### config.mk
export PLATFORM = sky130hd
export DESIGN_NAME = flow_mode_controller
export DESIGN_NICKNAME = d
export VERILOG_FILES = /design/src/rtl/fmc_pkg.sv /design/src/rtl/flow_mode_controller.sv /design/src/rtl/fmc_step.sv
export VERILOG_INCLUDE_DIRS = /design/src /design/src/rtl
export SDC_FILE = /design/constraint.sdc
export NUM_CORES = 1
export LEC_CHECK = 0
export BUFFER_PORTS_ARGS = -buffer_cell sky130_fd_sc_hd__buf_4
export CAP_MARGIN = 20
export CORE_MARGIN = 2
export CORE_UTILIZATION = 44
export CTS_BUF_LIST = sky130_fd_sc_hd__clkbuf_16
export CTS_CLUSTER_SIZE = 10
export DETAILED_ROUTE_END_ITERATION = 10
export PLACE_DENSITY_LB_ADDON = 0.05
export SLEW_MARGIN = 0
export SYNTH_ARGS = -nofsm -noshare
export SYNTH_HDL_FRONTEND = slang
export SYNTH_SLANG_ARGS = --single-unit
### constraint.sdc
create_clock -name clk_i -period 6.1 [get_ports clk_i]
set_input_delay 1.22 -clock clk_i [delete_from_list [all_inputs] [get_ports clk_i]]
set_output_delay 1.22 -clock clk_i [all_outputs]
set_load 0.005 [all_outputs]
### src/rtl/assert_macros.svh
// ---------------------------------------------------------------------------
// Assertion macros
// Shared concurrent assertion forms. Define NO_ASSERTIONS to compile them out.
// ---------------------------------------------------------------------------
`ifndef ASSERT_MACROS_SVH
`define ASSERT_MACROS_SVH

`ifndef NO_ASSERTIONS

// Property must hold at every clock edge outside reset.
`define FMC_ASSERT(lbl, clk, rstn, prop, msg) \
  lbl: assert property (@(posedge clk) disable iff (!rstn) prop) else $error(msg);

// Condition must never be true outside reset.
`define FMC_ASSERT_NEVER(lbl, clk, rstn, cond, msg) \
  lbl: assert property (@(posedge clk) disable iff (!rstn) !(cond)) else $error(msg);

`else

`define FMC_ASSERT(lbl, clk, rstn, prop, msg)
`define FMC_ASSERT_NEVER(lbl, clk, rstn, cond, msg)

`endif

`endif

### src/rtl/fmc_pkg.sv
// ---------------------------------------------------------------------------
// Flow mode controller package
// Register indexes, field widths and the fixed timing constants.
// ---------------------------------------------------------------------------
package fmc_pkg;

  localparam int unsigned DtWidth      = 10;
  localparam int unsigned RttWidth     = 16;
  localparam int unsigned RateWidth    = 8;
  localparam int unsigned PenaltyWidth = 16;
  localparam int unsigned CfgIdxWidth  = 2;
  localparam int unsigned CfgDataWidth = 16;

  // Register indexes on the configuration port.
  localparam logic [CfgIdxWidth-1:0] RegRttThreshold = 2'd0;
  localparam logic [CfgIdxWidth-1:0] RegGoodRate     = 2'd1;
  localparam logic [CfgIdxWidth-1:0] RegBadRate      = 2'd2;

  // Reset values of the registers.
  localparam logic [RttWidth-1:0]  RttThresholdReset = 16'd250;
  localparam logic [RateWidth-1:0] GoodRateReset     = 8'd30;
  localparam logic [RateWidth-1:0] BadRateReset      = 8'd10;

  // Timing constants in milliseconds.
  localparam int unsigned GoodMinMs   = 10000;
  localparam int unsigned DecayMs     = 10000;
  localparam logic [PenaltyWidth-1:0] PenaltyMaxMs   = 16'd60000;
  localparam logic [PenaltyWidth-1:0] PenaltyMinMs   = 16'd1000;
  localparam logic [PenaltyWidth-1:0] PenaltyResetMs = 16'd4000;

endpackage

### src/rtl/flow_mode_controller.sv
// ---------------------------------------------------------------------------
// Flow mode controller
// Good/bad mode flow control for one connection, one result per tick.
// ---------------------------------------------------------------------------
// Usage:
// Ticks arrive on the s_axis channel: tdata carries dt_ms and rtt_ms,
// tuser carries the connected flag. Each tick yields exactly one result
// on the m_axis channel: tdata carries send_rate and penalty_ms, tuser
// carries link_good and mode_changed.
// The datapath is an input register, one level of add/compare logic and
// a result register; a taken tick passes the input register, then the
// result register. One tick per cycle is sustained while results are
// taken; the single shared enable of both registers sets that figure.
// When the receiver stalls, both registers hold and s_axis_tready drops,
// so no result is lost; while the result register is full but being
// taken, a new tick is still accepted.
// Reset returns the registers to their default values, the mode to bad,
// the penalty to 4000 ms and both timers to zero.
// Configuration writes through cfg_we_i take effect at once.
// ---------------------------------------------------------------------------
`include "assert_macros.svh"

module flow_mode_controller #(
  parameter int unsigned TIME_WIDTH = 20
) (
  input  logic                              clk_i,
  input  logic                              rst_ni,
  input  logic                              cfg_we_i,
  input  logic [fmc_pkg::CfgIdxWidth-1:0]   cfg_idx_i,
  input  logic [fmc_pkg::CfgDataWidth-1:0]  cfg_data_i,
  input  logic                              s_axis_tvalid,
  output logic                              s_axis_tready,
  input  logic [31:0]                       s_axis_tdata,  // dt_ms[9:0], rtt_ms[25:10]
  input  logic                              s_axis_tuser,  // connected
  output logic                              m_axis_tvalid,
  input  logic                              m_axis_tready,
  output logic [23:0]                       m_axis_tdata,  // send_rate[7:0], penalty_ms[23:8]
  output logic [1:0]                        m_axis_tuser   // link_good[0], mode_changed[1]
);

  logic [fmc_pkg::RttWidth-1:0]      rtt_thresh_q;
  logic [fmc_pkg::RateWidth-1:0]     good_rate_q;
  logic [fmc_pkg::RateWidth-1:0]     bad_rate_q;

  logic                              in_valid_q;
  logic [fmc_pkg::DtWidth-1:0]       in_dt_q;
  logic [fmc_pkg::RttWidth-1:0]      in_rtt_q;
  logic                              in_conn_q;

  logic                              mode_good_q;
  logic [fmc_pkg::PenaltyWidth-1:0]  penalty_q;
  logic [TIME_WIDTH-1:0]             good_time_q;
  logic [TIME_WIDTH-1:0]             accum_q;

  logic                              mode_good_d;
  logic [fmc_pkg::PenaltyWidth-1:0]  penalty_d;
  logic [TIME_WIDTH-1:0]             good_time_d;
  logic [TIME_WIDTH-1:0]             accum_d;
  logic                              changed;

  logic                              out_valid_q;
  logic                              out_good_q;
  logic                              out_changed_q;
  logic [fmc_pkg::RateWidth-1:0]     out_rate_q;
  logic [fmc_pkg::PenaltyWidth-1:0]  out_pen_q;

  logic                              advance;
  logic                              update;

  // Both stages move together whenever the result register can take data.
  assign advance       = !out_valid_q || m_axis_tready;
  assign update        = advance && in_valid_q;
  assign s_axis_tready = advance;

  always_ff @(posedge clk_i or negedge rst_ni) begin
    if (!rst_ni) begin
      rtt_thresh_q <= fmc_pkg::RttThresholdReset;
      good_rate_q  <= fmc_pkg::GoodRateReset;
      bad_rate_q   <= fmc_pkg::BadRateReset;
    end else if (cfg_we_i) begin
      unique case (cfg_idx_i)
        fmc_pkg::RegRttThreshold: rtt_thresh_q <= cfg_data_i;
        fmc_pkg::RegGoodRate:     good_rate_q  <= cfg_data_i[fmc_pkg::RateWidth-1:0];
        fmc_pkg::RegBadRate:      bad_rate_q   <= cfg_data_i[fmc_pkg::RateWidth-1:0];
        default: ;
      endcase
    end
  end

  always_ff @(posedge clk_i or negedge rst_ni) begin
    if (!rst_ni) begin
      in_valid_q <= 1'b0;
    end else if (advance) begin
      in_valid_q <= s_axis_tvalid;
    end
  end

  always_ff @(posedge clk_i) begin
    if (advance && s_axis_tvalid) begin
      in_dt_q   <= s_axis_tdata[9:0];
      in_rtt_q  <= s_axis_tdata[25:10];
      in_conn_q <= s_axis_tuser;
    end
  end

  fmc_step #(
    .TimeWidth(TIME_WIDTH)
  ) u_step (
    .mode_good_i     (mode_good_q),
    .penalty_i       (penalty_q),
    .good_time_i     (good_time_q),
    .accum_i         (accum_q),
    .dt_ms_i         (in_dt_q),
    .rtt_ms_i        (in_rtt_q),
    .connected_i     (in_conn_q),
    .rtt_threshold_i (rtt_thresh_q),
    .mode_good_o     (mode_good_d),
    .penalty_o       (penalty_d),
    .good_time_o     (good_time_d),
    .accum_o         (accum_d),
    .changed_o       (changed)
  );

  always_ff @(posedge clk_i or negedge rst_ni) begin
    if (!rst_ni) begin
      mode_good_q <= 1'b0;
      penalty_q   <= fmc_pkg::PenaltyResetMs;
      good_time_q <= '0;
      accum_q     <= '0;
      out_valid_q <= 1'b0;
    end else if (advance) begin
      out_valid_q <= in_valid_q;
      if (in_valid_q) begin
        mode_good_q <= mode_good_d;
        penalty_q   <= penalty_d;
        good_time_q <= good_time_d;
        accum_q     <= accum_d;
      end
    end
  end

  always_ff @(posedge clk_i) begin
    if (update) begin
      out_good_q    <= mode_good_d;
      out_changed_q <= changed;
      out_rate_q    <= mode_good_d ? good_rate_q : bad_rate_q;
      out_pen_q     <= penalty_d;
    end
  end

  assign m_axis_tvalid = out_valid_q;
  assign m_axis_tdata  = {out_pen_q, out_rate_q};
  assign m_axis_tuser  = {out_changed_q, out_good_q};

  `FMC_ASSERT(a_penalty_range, clk_i, rst_ni,
              penalty_q >= fmc_pkg::PenaltyMinMs && penalty_q <= fmc_pkg::PenaltyMaxMs,
              "penalty left its range")
  `FMC_ASSERT(a_change_toggles, clk_i, rst_ni,
              (update && changed) |=> (mode_good_q != $past(mode_good_q)),
              "mode change flagged without a mode toggle")
  `FMC_ASSERT(a_idle_tick_stable, clk_i, rst_ni,
              (update && !in_conn_q) |=> ($stable(mode_good_q) && $stable(penalty_q) &&
                                          $stable(good_time_q) && $stable(accum_q)),
              "disconnected tick changed the state")
  `FMC_ASSERT_NEVER(a_change_disconnected, clk_i, rst_ni,
                    in_valid_q && !in_conn_q && changed,
                    "mode change on a disconnected tick")

endmodule

### src/rtl/fmc_step.sv
// ---------------------------------------------------------------------------
// Flow mode controller next-state logic
// Computes the mode, penalty and timers that one tick leaves behind.
// ---------------------------------------------------------------------------
module fmc_step #(
  parameter int unsigned TimeWidth = 20
) (
  input  logic                               mode_good_i,
  input  logic [fmc_pkg::PenaltyWidth-1:0]   penalty_i,
  input  logic [TimeWidth-1:0]               good_time_i,
  input  logic [TimeWidth-1:0]               accum_i,
  input  logic [fmc_pkg::DtWidth-1:0]        dt_ms_i,
  input  logic [fmc_pkg::RttWidth-1:0]       rtt_ms_i,
  input  logic                               connected_i,
  input  logic [fmc_pkg::RttWidth-1:0]       rtt_threshold_i,
  output logic                               mode_good_o,
  output logic [fmc_pkg::PenaltyWidth-1:0]   penalty_o,
  output logic [TimeWidth-1:0]               good_time_o,
  output logic [TimeWidth-1:0]               accum_o,
  output logic                               changed_o
);

  localparam logic [TimeWidth-1:0] TimeMax = {TimeWidth{1'b1}};
  localparam logic [TimeWidth-1:0] GoodMin = TimeWidth'(fmc_pkg::GoodMinMs);
  localparam logic [TimeWidth-1:0] Decay   = TimeWidth'(fmc_pkg::DecayMs);

  logic                              bad_rtt;
  logic [TimeWidth:0]                dt_ext;
  logic [TimeWidth:0]                good_sum;
  logic [TimeWidth:0]                accum_sum;
  logic [TimeWidth-1:0]              good_sat;
  logic [TimeWidth-1:0]              accum_sat;
  logic [fmc_pkg::PenaltyWidth:0]    pen_dbl;
  logic [fmc_pkg::PenaltyWidth-1:0]  pen_half;
  logic [TimeWidth-1:0]              good_bad_mode;
  logic [TimeWidth-1:0]              pen_ext;

  assign bad_rtt   = rtt_ms_i > rtt_threshold_i;
  assign dt_ext    = (TimeWidth+1)'(dt_ms_i);
  assign good_sum  = {1'b0, good_time_i} + dt_ext;
  assign accum_sum = {1'b0, accum_i} + dt_ext;
  // The timers stick at their largest value instead of wrapping.
  assign good_sat  = good_sum[TimeWidth]  ? TimeMax : good_sum[TimeWidth-1:0];
  assign accum_sat = accum_sum[TimeWidth] ? TimeMax : accum_sum[TimeWidth-1:0];
  assign pen_dbl   = {penalty_i, 1'b0};
  assign pen_half  = {1'b0, penalty_i[fmc_pkg::PenaltyWidth-1:1]};
  assign good_bad_mode = bad_rtt ? '0 : good_sat;
  assign pen_ext   = TimeWidth'(penalty_i);

  always_comb begin
    mode_good_o = mode_good_i;
    penalty_o   = penalty_i;
    good_time_o = good_time_i;
    accum_o     = accum_i;
    changed_o   = 1'b0;
    if (connected_i) begin
      if (mode_good_i) begin
        if (bad_rtt) begin
          mode_good_o = 1'b0;
          changed_o   = 1'b1;
          // A short stay in good mode makes the next bad spell longer.
          if (good_time_i < GoodMin && penalty_i < fmc_pkg::PenaltyMaxMs) begin
            penalty_o = (pen_dbl > {1'b0, fmc_pkg::PenaltyMaxMs}) ?
                        fmc_pkg::PenaltyMaxMs : pen_dbl[fmc_pkg::PenaltyWidth-1:0];
          end
          good_time_o = '0;
          accum_o     = '0;
        end else begin
          good_time_o = good_sat;
          accum_o     = accum_sat;
          if (accum_sat > Decay && penalty_i > fmc_pkg::PenaltyMinMs) begin
            accum_o   = '0;
            penalty_o = (pen_half < fmc_pkg::PenaltyMinMs) ? fmc_pkg::PenaltyMinMs : pen_half;
          end
        end
      end else begin
        good_time_o = good_bad_mode;
        if (good_bad_mode > pen_ext) begin
          good_time_o = '0;
          accum_o     = '0;
          mode_good_o = 1'b1;
          changed_o   = 1'b1;
        end
      end
    end
  end

endmodule

==> flow_metrics.py, run 1 <==
metrics = {
    "floorplanning": {
        "design.die.area_mm2": 0.0206,
        "i_o_pins": 84,
        "dieWidth_um": 144,
        "starting_density_of_the_core_pct": 44.5,
        "placementRows": 51,
        "core_mm2": 0.0193,
        "floorplan.die.height_um": 144,
    },
    "hold_path": {
        "hold-path-cell-count": 2,
        "holdCritPathClass": "reg2reg",
        "worst_hold_startpoint": "accum_q[7]",
        "min_delay_worst_endpoint": "accum_q[7]",
    },
    "final_layout": {
        "fillers": 1780,
        "post_route_cells_drive_above_1_share_pct": 18.6,
        "post_layout_nonfiller_instances": 1208,
        "finalNetCount": 1040,
        "commonest_cells_after_routing_fill_and_taps_aside": "89 x sky130_fd_sc_hd__buf_4, 73 x sky130_fd_sc_hd__dfrtp_1, 71 x sky130_fd_sc_hd__o21ai_0, 62 x sky130_fd_sc_hd__nand2_1, 61 x sky130_fd_sc_hd__a21oi_1",
        "antenna_cells_inserted": 0,
        "final_common_cell": "sky130_fd_sc_hd__buf_4",
        "multi_input_combinational_cell_area_mm2": 0.00436,
        "layout_utilization_pct": 51.8,
        "area.growth.synth_to_final_pct": 16.6,
        "regArea_mm2": 0.00389,
    },
    "timing": {
        "max_clock_freq_mhz": 189,
        "worst_slew_pin_slew_ns": 0.954,
        "rsz0062_at_grt": "false",
        "clock-skew-final_ns": 0.0158,
        "fin_setup_tns_ns": 0,
        "final_period_minus_worst_setup_slack_ns": 5.29,
        "setup_viol_count_final": 0,
        "hold_violations": 0,
        "timing.max_slew.rel_slack_pct": 36.1,
        "finalMaxSlewViolations": 0,
        "finalCritPeriodShare_pct": 86.7,
        "fin_worst_setup_slack_ns": 0.812,
    },
    "logic_synthesis": {
        "post_synth_mux_area_share_pct": 2.48,
        "yosys.cell_types.count": 81,
        "netlist_instances": 862,
        "synth_nets": 972,
        "synth_sequential_area_ratio_pct": 45.4,
        "synth.top_cells.by_area": "sky130_fd_sc_hd__dfrtp_1 21%, sky130_fd_sc_hd__edfxtp_1 19%, sky130_fd_sc_hd__ha_1 7.6%",
        "synth_largest_type_area_fraction_pct": 21.3,
        "synth_async_sr_flop_share_pct": 63.2,
        "synth_flop_cell": "sky130_fd_sc_hd__dfrtp_1",
        "postSynthAreaPerCell_um2": 9.94,
        "netlist_area_mm2": 0.00857,
        "synth_compound_gate_area_share_pct": 25.1,
        "synth-edff-count": 53,
        "synth_top_family_by_area": "compound AO/OA/AOI/OAI gates",
        "post_synth_and_or_nand_nor_area_fraction_pct": 12.9,
        "synth_area_leader_cell": "sky130_fd_sc_hd__dfrtp_1",
        "synthAdderAreaFrac_pct": 8.06,
        "post_synth_xor_xnor_area_pct": 2.25,
        "synth-seq-cells": 144,
        "ys.warnings.count": 0,
    },
    "clock_tree": {
        "cts-hold-fix-buffers": 0,
        "sinks_on_the_clock_net": 144,
        "post_cts.resized_instances": 0,
        "cts_max_path_buffers": 2,
        "ctsHtreeMaxLevel": 4,
        "cts_bufs_inserted": 17,
        "cts_root_buf": "sky130_fd_sc_hd__clkbuf_16",
        "clk_pin_slew_ns": 0.06,
        "cts_tree": "built",
        "postCtsSetupBuffers": 0,
        "worstSkewPairLatency_ns": 0.43,
    },
    "global_route": {
        "globalRouteTotalUtil_pct": 23.8,
        "grt_max_degree": 50,
        "grt.overflow.total": 0,
        "grt_first_pass_wirelength_um": 37500,
        "antenna_found_initial": 0,
        "grt_pass1_vias": 6902,
    },
    "routing": {
        "wl_per_cell_um": 19.9,
        "route.final.wire_length_um": 24000,
        "vias_per_cell": 6.03,
        "remaining_antenna_violation_count_after_routing": 0,
        "met1_length_um": 11100,
        "drt_first_iter_violations": 656,
        "dr_total_vias": 7284,
        "dr.max_layer_used": "met4",
        "drc": 0,
        "met3WireLength_um": 1490,
        "dr.pass1.iters": 6,
        "wl_met2_um": 10800,
    },
    "power": {
        "vdd.ir_drop.worst_mv": 0.163,
        "powerDensity_mw_per_mm2": 300,
        "p_leak_uw": 0.00404,
    },
    "placement": {
        "dp.cells": 1176,
        "final_gp_congestion": 0.943,
        "place.detailed.hpwl_um": 17400,
        "numPortBuffers": 77,
        "pre_cts_ws_ns": 0.916,
    },
    "critical_path": {
        "r2r-end": "out_rate_q[6]",
        "cp_data_arrival_time_ns": 5.56,
        "critPathKind": "reg2reg",
        "worstPathRequired_ns": 6.37,
        "critical_path.max_fanout": 13,
        "crit_buf_inv": 0,
        "startpoint_type": "flip-flop",
        "path_delay_family": "compound AO/OA/AOI/OAI gates",
        "critical_path.reg2reg.startpoint": "in_dt_q[0]",
        "largest_stage_delay_worst_path_ns": 0.59,
        "worst-r2r-cell-count": 17,
        "reg2reg_setup_slack_ns": 0.81,
        "cp_slowest_cell": "sky130_fd_sc_hd__nand2_1",
        "crit_path_cell_trace": "ha_1 > fa_1 > a211oi_1 > o21ai_0 > a21o_1 > nand3_1 > a21oi_1 > ha_1 > a211oi_1 > o21ai_0 > o211ai_1 > a21oi_1 > o41ai_1 > o221ai_1 > nand2_1 > o22ai_1 > a21oi_1",
        "critical_path.most_common_cell": "sky130_fd_sc_hd__a21oi_1",
        "setup_crit_end_kind": "flip-flop",
    },
    "outcome": {
        "run_status": "finished, final reports clean",
    },
    "run": {
        "timing.max_cap.violations": 0,
    },
}
[through the flow]
step                      area (um2)  total power, uW  hold slack [ns]
after floorplan                 8570             1720            0.454
after global placement          9410             1940            0.467
after detailed placement        9410             1960            0.480
after CTS                       9990             3020            0.494
after global routing            9990             3170            0.513
final                           9990             3000            0.486
[Yosys cell counts (3+ instances only)]
cell type / number
sky130_fd_sc_hd__a211oi_1: 14
sky130_fd_sc_hd__a21o_1: 12
sky130_fd_sc_hd__a21oi_1: 61
sky130_fd_sc_hd__a221o_1: 12
sky130_fd_sc_hd__a22o_1: 13
sky130_fd_sc_hd__a22oi_1: 15
sky130_fd_sc_hd__a311oi_1: 8
sky130_fd_sc_hd__a31oi_1: 13
sky130_fd_sc_hd__and2_1: 11
sky130_fd_sc_hd__and3_1: 11
sky130_fd_sc_hd__and4_1: 4
sky130_fd_sc_hd__buf_1: 3
sky130_fd_sc_hd__clkbuf_1: 32
sky130_fd_sc_hd__dfrtp_1: 73
sky130_fd_sc_hd__dfstp_2: 18
sky130_fd_sc_hd__edfxtp_1: 53
sky130_fd_sc_hd__ha_1: 52
sky130_fd_sc_hd__inv_1: 39
sky130_fd_sc_hd__mux2_2: 18
sky130_fd_sc_hd__nand2_1: 62
sky130_fd_sc_hd__nand2b_1: 3
sky130_fd_sc_hd__nand3_1: 20
sky130_fd_sc_hd__nand3b_1: 4
sky130_fd_sc_hd__nand4_1: 12
sky130_fd_sc_hd__nor2_1: 57
sky130_fd_sc_hd__nor3_1: 17
sky130_fd_sc_hd__nor4_1: 8
sky130_fd_sc_hd__o211ai_1: 12
sky130_fd_sc_hd__o21a_1: 12
sky130_fd_sc_hd__o21ai_0: 71
sky130_fd_sc_hd__o21ai_1: 5
sky130_fd_sc_hd__o221a_2: 3
sky130_fd_sc_hd__o22ai_1: 23
sky130_fd_sc_hd__o31ai_1: 6
sky130_fd_sc_hd__or3_1: 4
sky130_fd_sc_hd__xnor2_1: 12
sky130_fd_sc_hd__xor2_1: 10
[routing by layer]
metal	vias to the layer above	GRT usage, %
met4	0	8.05
met2	282	36.5
met1	3513	34.0
met3	49	4.47
met5	-	0
li1	3440	-
[how the worst max path moves through the flow]
stage | start | endpoint | depth (start not counted)
after floorplan | rtt_thresh_q[4] | accum_q[0] | 20
after global placement | in_dt_q[0] | out_rate_q[1] | 17
after detailed placement | in_dt_q[0] | out_rate_q[1] | 17
after CTS | in_dt_q[0] | out_rate_q[1] | 17
after global routing | in_dt_q[0] | out_rate_q[6] | 17
final | in_dt_q[0] | out_rate_q[6] | 17
[state kept, by name, indices dropped and copies added (netlist names)]
signal,flops
accum_q,20
in_dt_q,10
in_valid_q,1
rtt_thresh_q,16
in_conn_q,1
out_good_q,1
out_rate_q,8
in_rtt_q,16
bad_rate_q,8
mode_good_q,1
good_rate_q,8
m_axis_tvalid,1
good_time_q,20
out_pen_q,16
out_changed_q,1
penalty_q,16
[worst reg2reg max path, delay by kind of cell, from the launching register on]
family / cells / cell delay [ns]
AND/OR/NAND/NOR: 2 / 1.04
flip-flops: 1 / 0.42
adder cells (fa/ha/maj): 3 / 1.04
AO/OA/AOI/OAI: 12 / 2.63
[layout make-up]
cell class | count | area share, %
inverters | 41 | 1.54
clock inverters | 15 | 1.60
well taps | 265 | 3.32
clock buffers | 17 | 4.26
flip-flops and latches | 144 | 38.9
multi-input cells | 637 | 43.6
repair buffers | 89 | 6.69
[power breakdown]
group | switching, uW | internal (uW)
Combinational | 427 | 326
Clock | 443 | 608
Sequential | 69.2 | 1130
[cell families (layout without fill, tap and decap cells)]
kind of cell / count (synthesis) / count (layout)
AOI/OAI and AO/OA: 317 / 317
buffers and inverters: 81 / 162
DFF: 144 / 144
adders and majority gates: 54 / 54
xor gates and xnor gates: 22 / 22
muxes: 19 / 19
and+or+nand+nor: 225 / 225
(Power assumes the default switching activity.)
==> run 2, diff against run 1 <==
--- a/config.mk
+++ b/config.mk
@@ -6,6 +6,7 @@
 export SDC_FILE = /design/constraint.sdc
 export NUM_CORES = 1
 export LEC_CHECK = 0
+export ABC_AREA = 1
 export BUFFER_PORTS_ARGS = -buffer_cell sky130_fd_sc_hd__buf_4
 export CAP_MARGIN = 20
 export CORE_MARGIN = 2
==> constraint.sdc (replaced) <==
create_clock -name clk_i -period 6.1 [get_ports clk_i]
set_input_delay 0.61 -clock clk_i [delete_from_list [all_inputs] [get_ports clk_i]]
set_output_delay 0.61 -clock clk_i [all_outputs]
set_load 0.005 [all_outputs]
==> run 2 against run 1 <==
Net effect: final cell count rose by 24%; die area rose by 4.5%; global-route usage fell by 2.4 points; maximum frequency rose by 11%; register-to-register slack improved by 0.52 ns; clock skew fell by 0.0039 ns; power rose by 42%; clock power barely moved; sequential cell count did not move; critical path type unchanged; hold slack got worse by 0.40 ns.
==> flow_metrics.py, run 2 <==
metrics = {
    "outcome": {
        "run_status": "finished, final reports clean",
    },
    "routing": {
        "dr_total_vias": 7635,
        "dr.pass1.iters": 5,
        "vias_per_cell": 5.08,
        "drc": 0,
        "drt_first_iter_violations": 422,
        "remaining_antenna_violation_count_after_routing": 0,
        "wl_per_cell_um": 14.6,
        "route.final.wire_length_um": 22000,
    },
    "clock_tree": {
        "cts-hold-fix-buffers": 0,
        "worstSkewPairLatency_ns": 0.43,
        "sinks_on_the_clock_net": 144,
        "post_cts.resized_instances": 0,
        "clk_pin_slew_ns": 0.07,
        "cts_bufs_inserted": 17,
        "ctsHtreeMaxLevel": 4,
        "cts_tree": "built",
        "cts_root_buf": "sky130_fd_sc_hd__clkbuf_16",
        "postCtsSetupBuffers": 0,
        "cts_max_path_buffers": 2,
    },
    "final_layout": {
        "multi_input_combinational_cell_area_mm2": 0.00434,
        "antenna_cells_inserted": 0,
        "layout_top_registers": "accum_q x20, good_time_q x20",
        "final_common_cell": "sky130_fd_sc_hd__nand2_1",
        "post_route_cells_drive_above_1_share_pct": 14.5,
        "regArea_mm2": 0.00389,
        "fillers": 1960,
        "finalNetCount": 1329,
        "area.growth.synth_to_final_pct": 15.4,
        "commonest_cells_after_routing_fill_and_taps_aside": "328 x sky130_fd_sc_hd__nand2_1, 131 x sky130_fd_sc_hd__inv_1, 116 x sky130_fd_sc_hd__nand3_1, 87 x sky130_fd_sc_hd__o21ai_0, 83 x sky130_fd_sc_hd__buf_4",
        "post_layout_nonfiller_instances": 1502,
    },
    "global_route": {
        "antenna_found_initial": 0,
        "grt_first_pass_wirelength_um": 37100,
        "grt_max_degree": 70,
        "grt.overflow.total": 0,
        "grt_pass1_vias": 7357,
        "globalRouteTotalUtil_pct": 21.4,
    },
    "timing": {
        "final_period_minus_worst_setup_slack_ns": 4.77,
        "clock-skew-final_ns": 0.0119,
        "worst_slew_pin_slew_ns": 0.997,
        "setup_viol_count_final": 0,
        "timing.max_slew.rel_slack_pct": 33.5,
        "finalCritPeriodShare_pct": 78.2,
        "max_clock_freq_mhz": 210,
        "rsz0062_at_grt": "false",
        "finalMaxSlewViolations": 0,
        "fin_setup_tns_ns": 0,
        "hold_violations": 0,
    },
    "placement": {
        "final_gp_congestion": 0.848,
        "place.detailed.hpwl_um": 15700,
        "numPortBuffers": 77,
        "dp.cells": 1467,
    },
    "critical_path": {
        "cp_slowest_cell": "sky130_fd_sc_hd__nand3_2",
        "cp_data_arrival_time_ns": 5.10,
        "critical_path.most_common_cell": "sky130_fd_sc_hd__nand2_1",
        "reg2reg_setup_slack_ns": 1.33,
        "largest_stage_delay_worst_path_ns": 0.61,
        "critPathKind": "reg2reg",
        "critical_path.max_fanout": 40,
        "setup_crit_end_kind": "flip-flop",
        "worstPathRequired_ns": 6.43,
        "startpoint_type": "flip-flop",
    },
    "logic_synthesis": {
        "postSynthAreaPerCell_um2": 7.79,
        "yosys.cell_count.top_type": "sky130_fd_sc_hd__nand2_1",
        "synth_area_leader_cell": "sky130_fd_sc_hd__dfrtp_1",
        "yosys.cell_types.count": 49,
        "synth.top_cells.by_area": "sky130_fd_sc_hd__dfrtp_1 20%, sky130_fd_sc_hd__edfxtp_1 18%, sky130_fd_sc_hd__nand2_1 14%",
        "netlist_instances": 1151,
        "synth-edff-count": 53,
        "ys.warnings.count": 0,
        "synth_async_sr_flop_share_pct": 63.2,
        "netlist_area_mm2": 0.00896,
        "synth_flop_cell": "sky130_fd_sc_hd__dfrtp_1",
        "synth_largest_type_area_fraction_pct": 20.4,
        "list_of_most_frequent_post_synthesis_cells": "328 x sky130_fd_sc_hd__nand2_1, 130 x sky130_fd_sc_hd__inv_1, 116 x sky130_fd_sc_hd__nand3_1, 87 x sky130_fd_sc_hd__o21ai_0, 73 x sky130_fd_sc_hd__dfrtp_1",
        "synth_nets": 1261,
        "synth_sequential_area_ratio_pct": 43.4,
        "synth-seq-cells": 144,
    },
    "floorplanning": {
        "floorplan.die.height_um": 147,
        "core_mm2": 0.0201,
        "design.die.area_mm2": 0.0215,
        "i_o_pins": 84,
        "dieWidth_um": 147,
        "starting_density_of_the_core_pct": 44.6,
        "placementRows": 52,
    },
    "run": {
        "timing.max_cap.violations": 0,
    },
    "hold_path": {
        "holdCritPathClass": "in2async",
    },
    "power": {
        "vdd.ir_drop.worst_mv": 0.174,
        "p_leak_uw": 0.00513,
        "powerDensity_mw_per_mm2": 412,
    },
}
## run 2: critical path, delay by kind of cell (launching register included)
kind | cells | cell delay [ns]
buffers and inverters | 3 | 0.34
adders and majority gates | 3 | 0.99
DFF | 1 | 0.41
and+or+nand+nor | 13 | 1.84
AOI/OAI and AO/OA | 6 | 1.07
## run 2: power breakdown
group / switching, uW / total, uW / internal (uW)
Clock: 455 / 1030 / 572
Sequential: 132 / 1380 / 1250
Combinational: 1230 / 1850 / 620
## run 2: metal layers
layer	vias to the layer above	global-route usage (%)	wire length (um)
met5	-	0	0
met4	0	6.50	427
met3	26	3.98	912
met2	142	36.4	10700
met1	3522	28.0	9960
li1	3945	-	-
## run 2: path summary, 6_finish.rpt
check | from | endpoint | cells after the start
min | rst_ni | penalty_q[15] | 1
min in group clk_i | s_axis_tdata[20] | in_rtt_q[10] | 1
max in group asynchronous | rst_ni | good_time_q[5] | 2
max | in_dt_q[0] | accum_q[12] | 25
min reg2reg | bad_rate_q[0] | bad_rate_q[0] | 2
max reg2reg | in_dt_q[0] | accum_q[12] | 25
## run 2: final cells by class
cell class | count | share of cell area [%]
clock buffer | 17 | 4.12
clock inverter | 15 | 1.40
inverter | 145 | 5.27
multi-input combinational | 826 | 42.0
sequential | 144 | 37.6
tap | 270 | 3.27
timing repair buffer | 85 | 6.32
## run 2: cells by family (layout without fill, tap and decap cells)
group | count (synthesis) | after routing | synth area share, %
simple gates | 555 | 555 | 26.8
compound gates | 199 | 199 | 12.0
buf+inv | 181 | 262 | 8.22
flops | 144 | 144 | 43.4
fa+ha+maj | 54 | 54 | 7.71
xor+xnor | 18 | 18 | 1.76
## run 2: per-stage QoR
step | hold slack (ns) | total power, uW | utilization [%] | setup WS [ns] | cell area (um2)
final | 0.0815 | 4260 | 51.4 | 1.33 | 10300
after floorplan | 0.314 | 2760 | - | 2.34 | 8960
after detailed placement | 0.474 | 3240 | 48.4 | 1.32 | 9740
after CTS | 0.0873 | 4290 | 51.3 | 1.27 | 10300
after global routing | 0.102 | 4660 | 51.4 | 0.573 | 10300
after global placement | 0.466 | 3220 | 48.4 | 1.37 | 9720
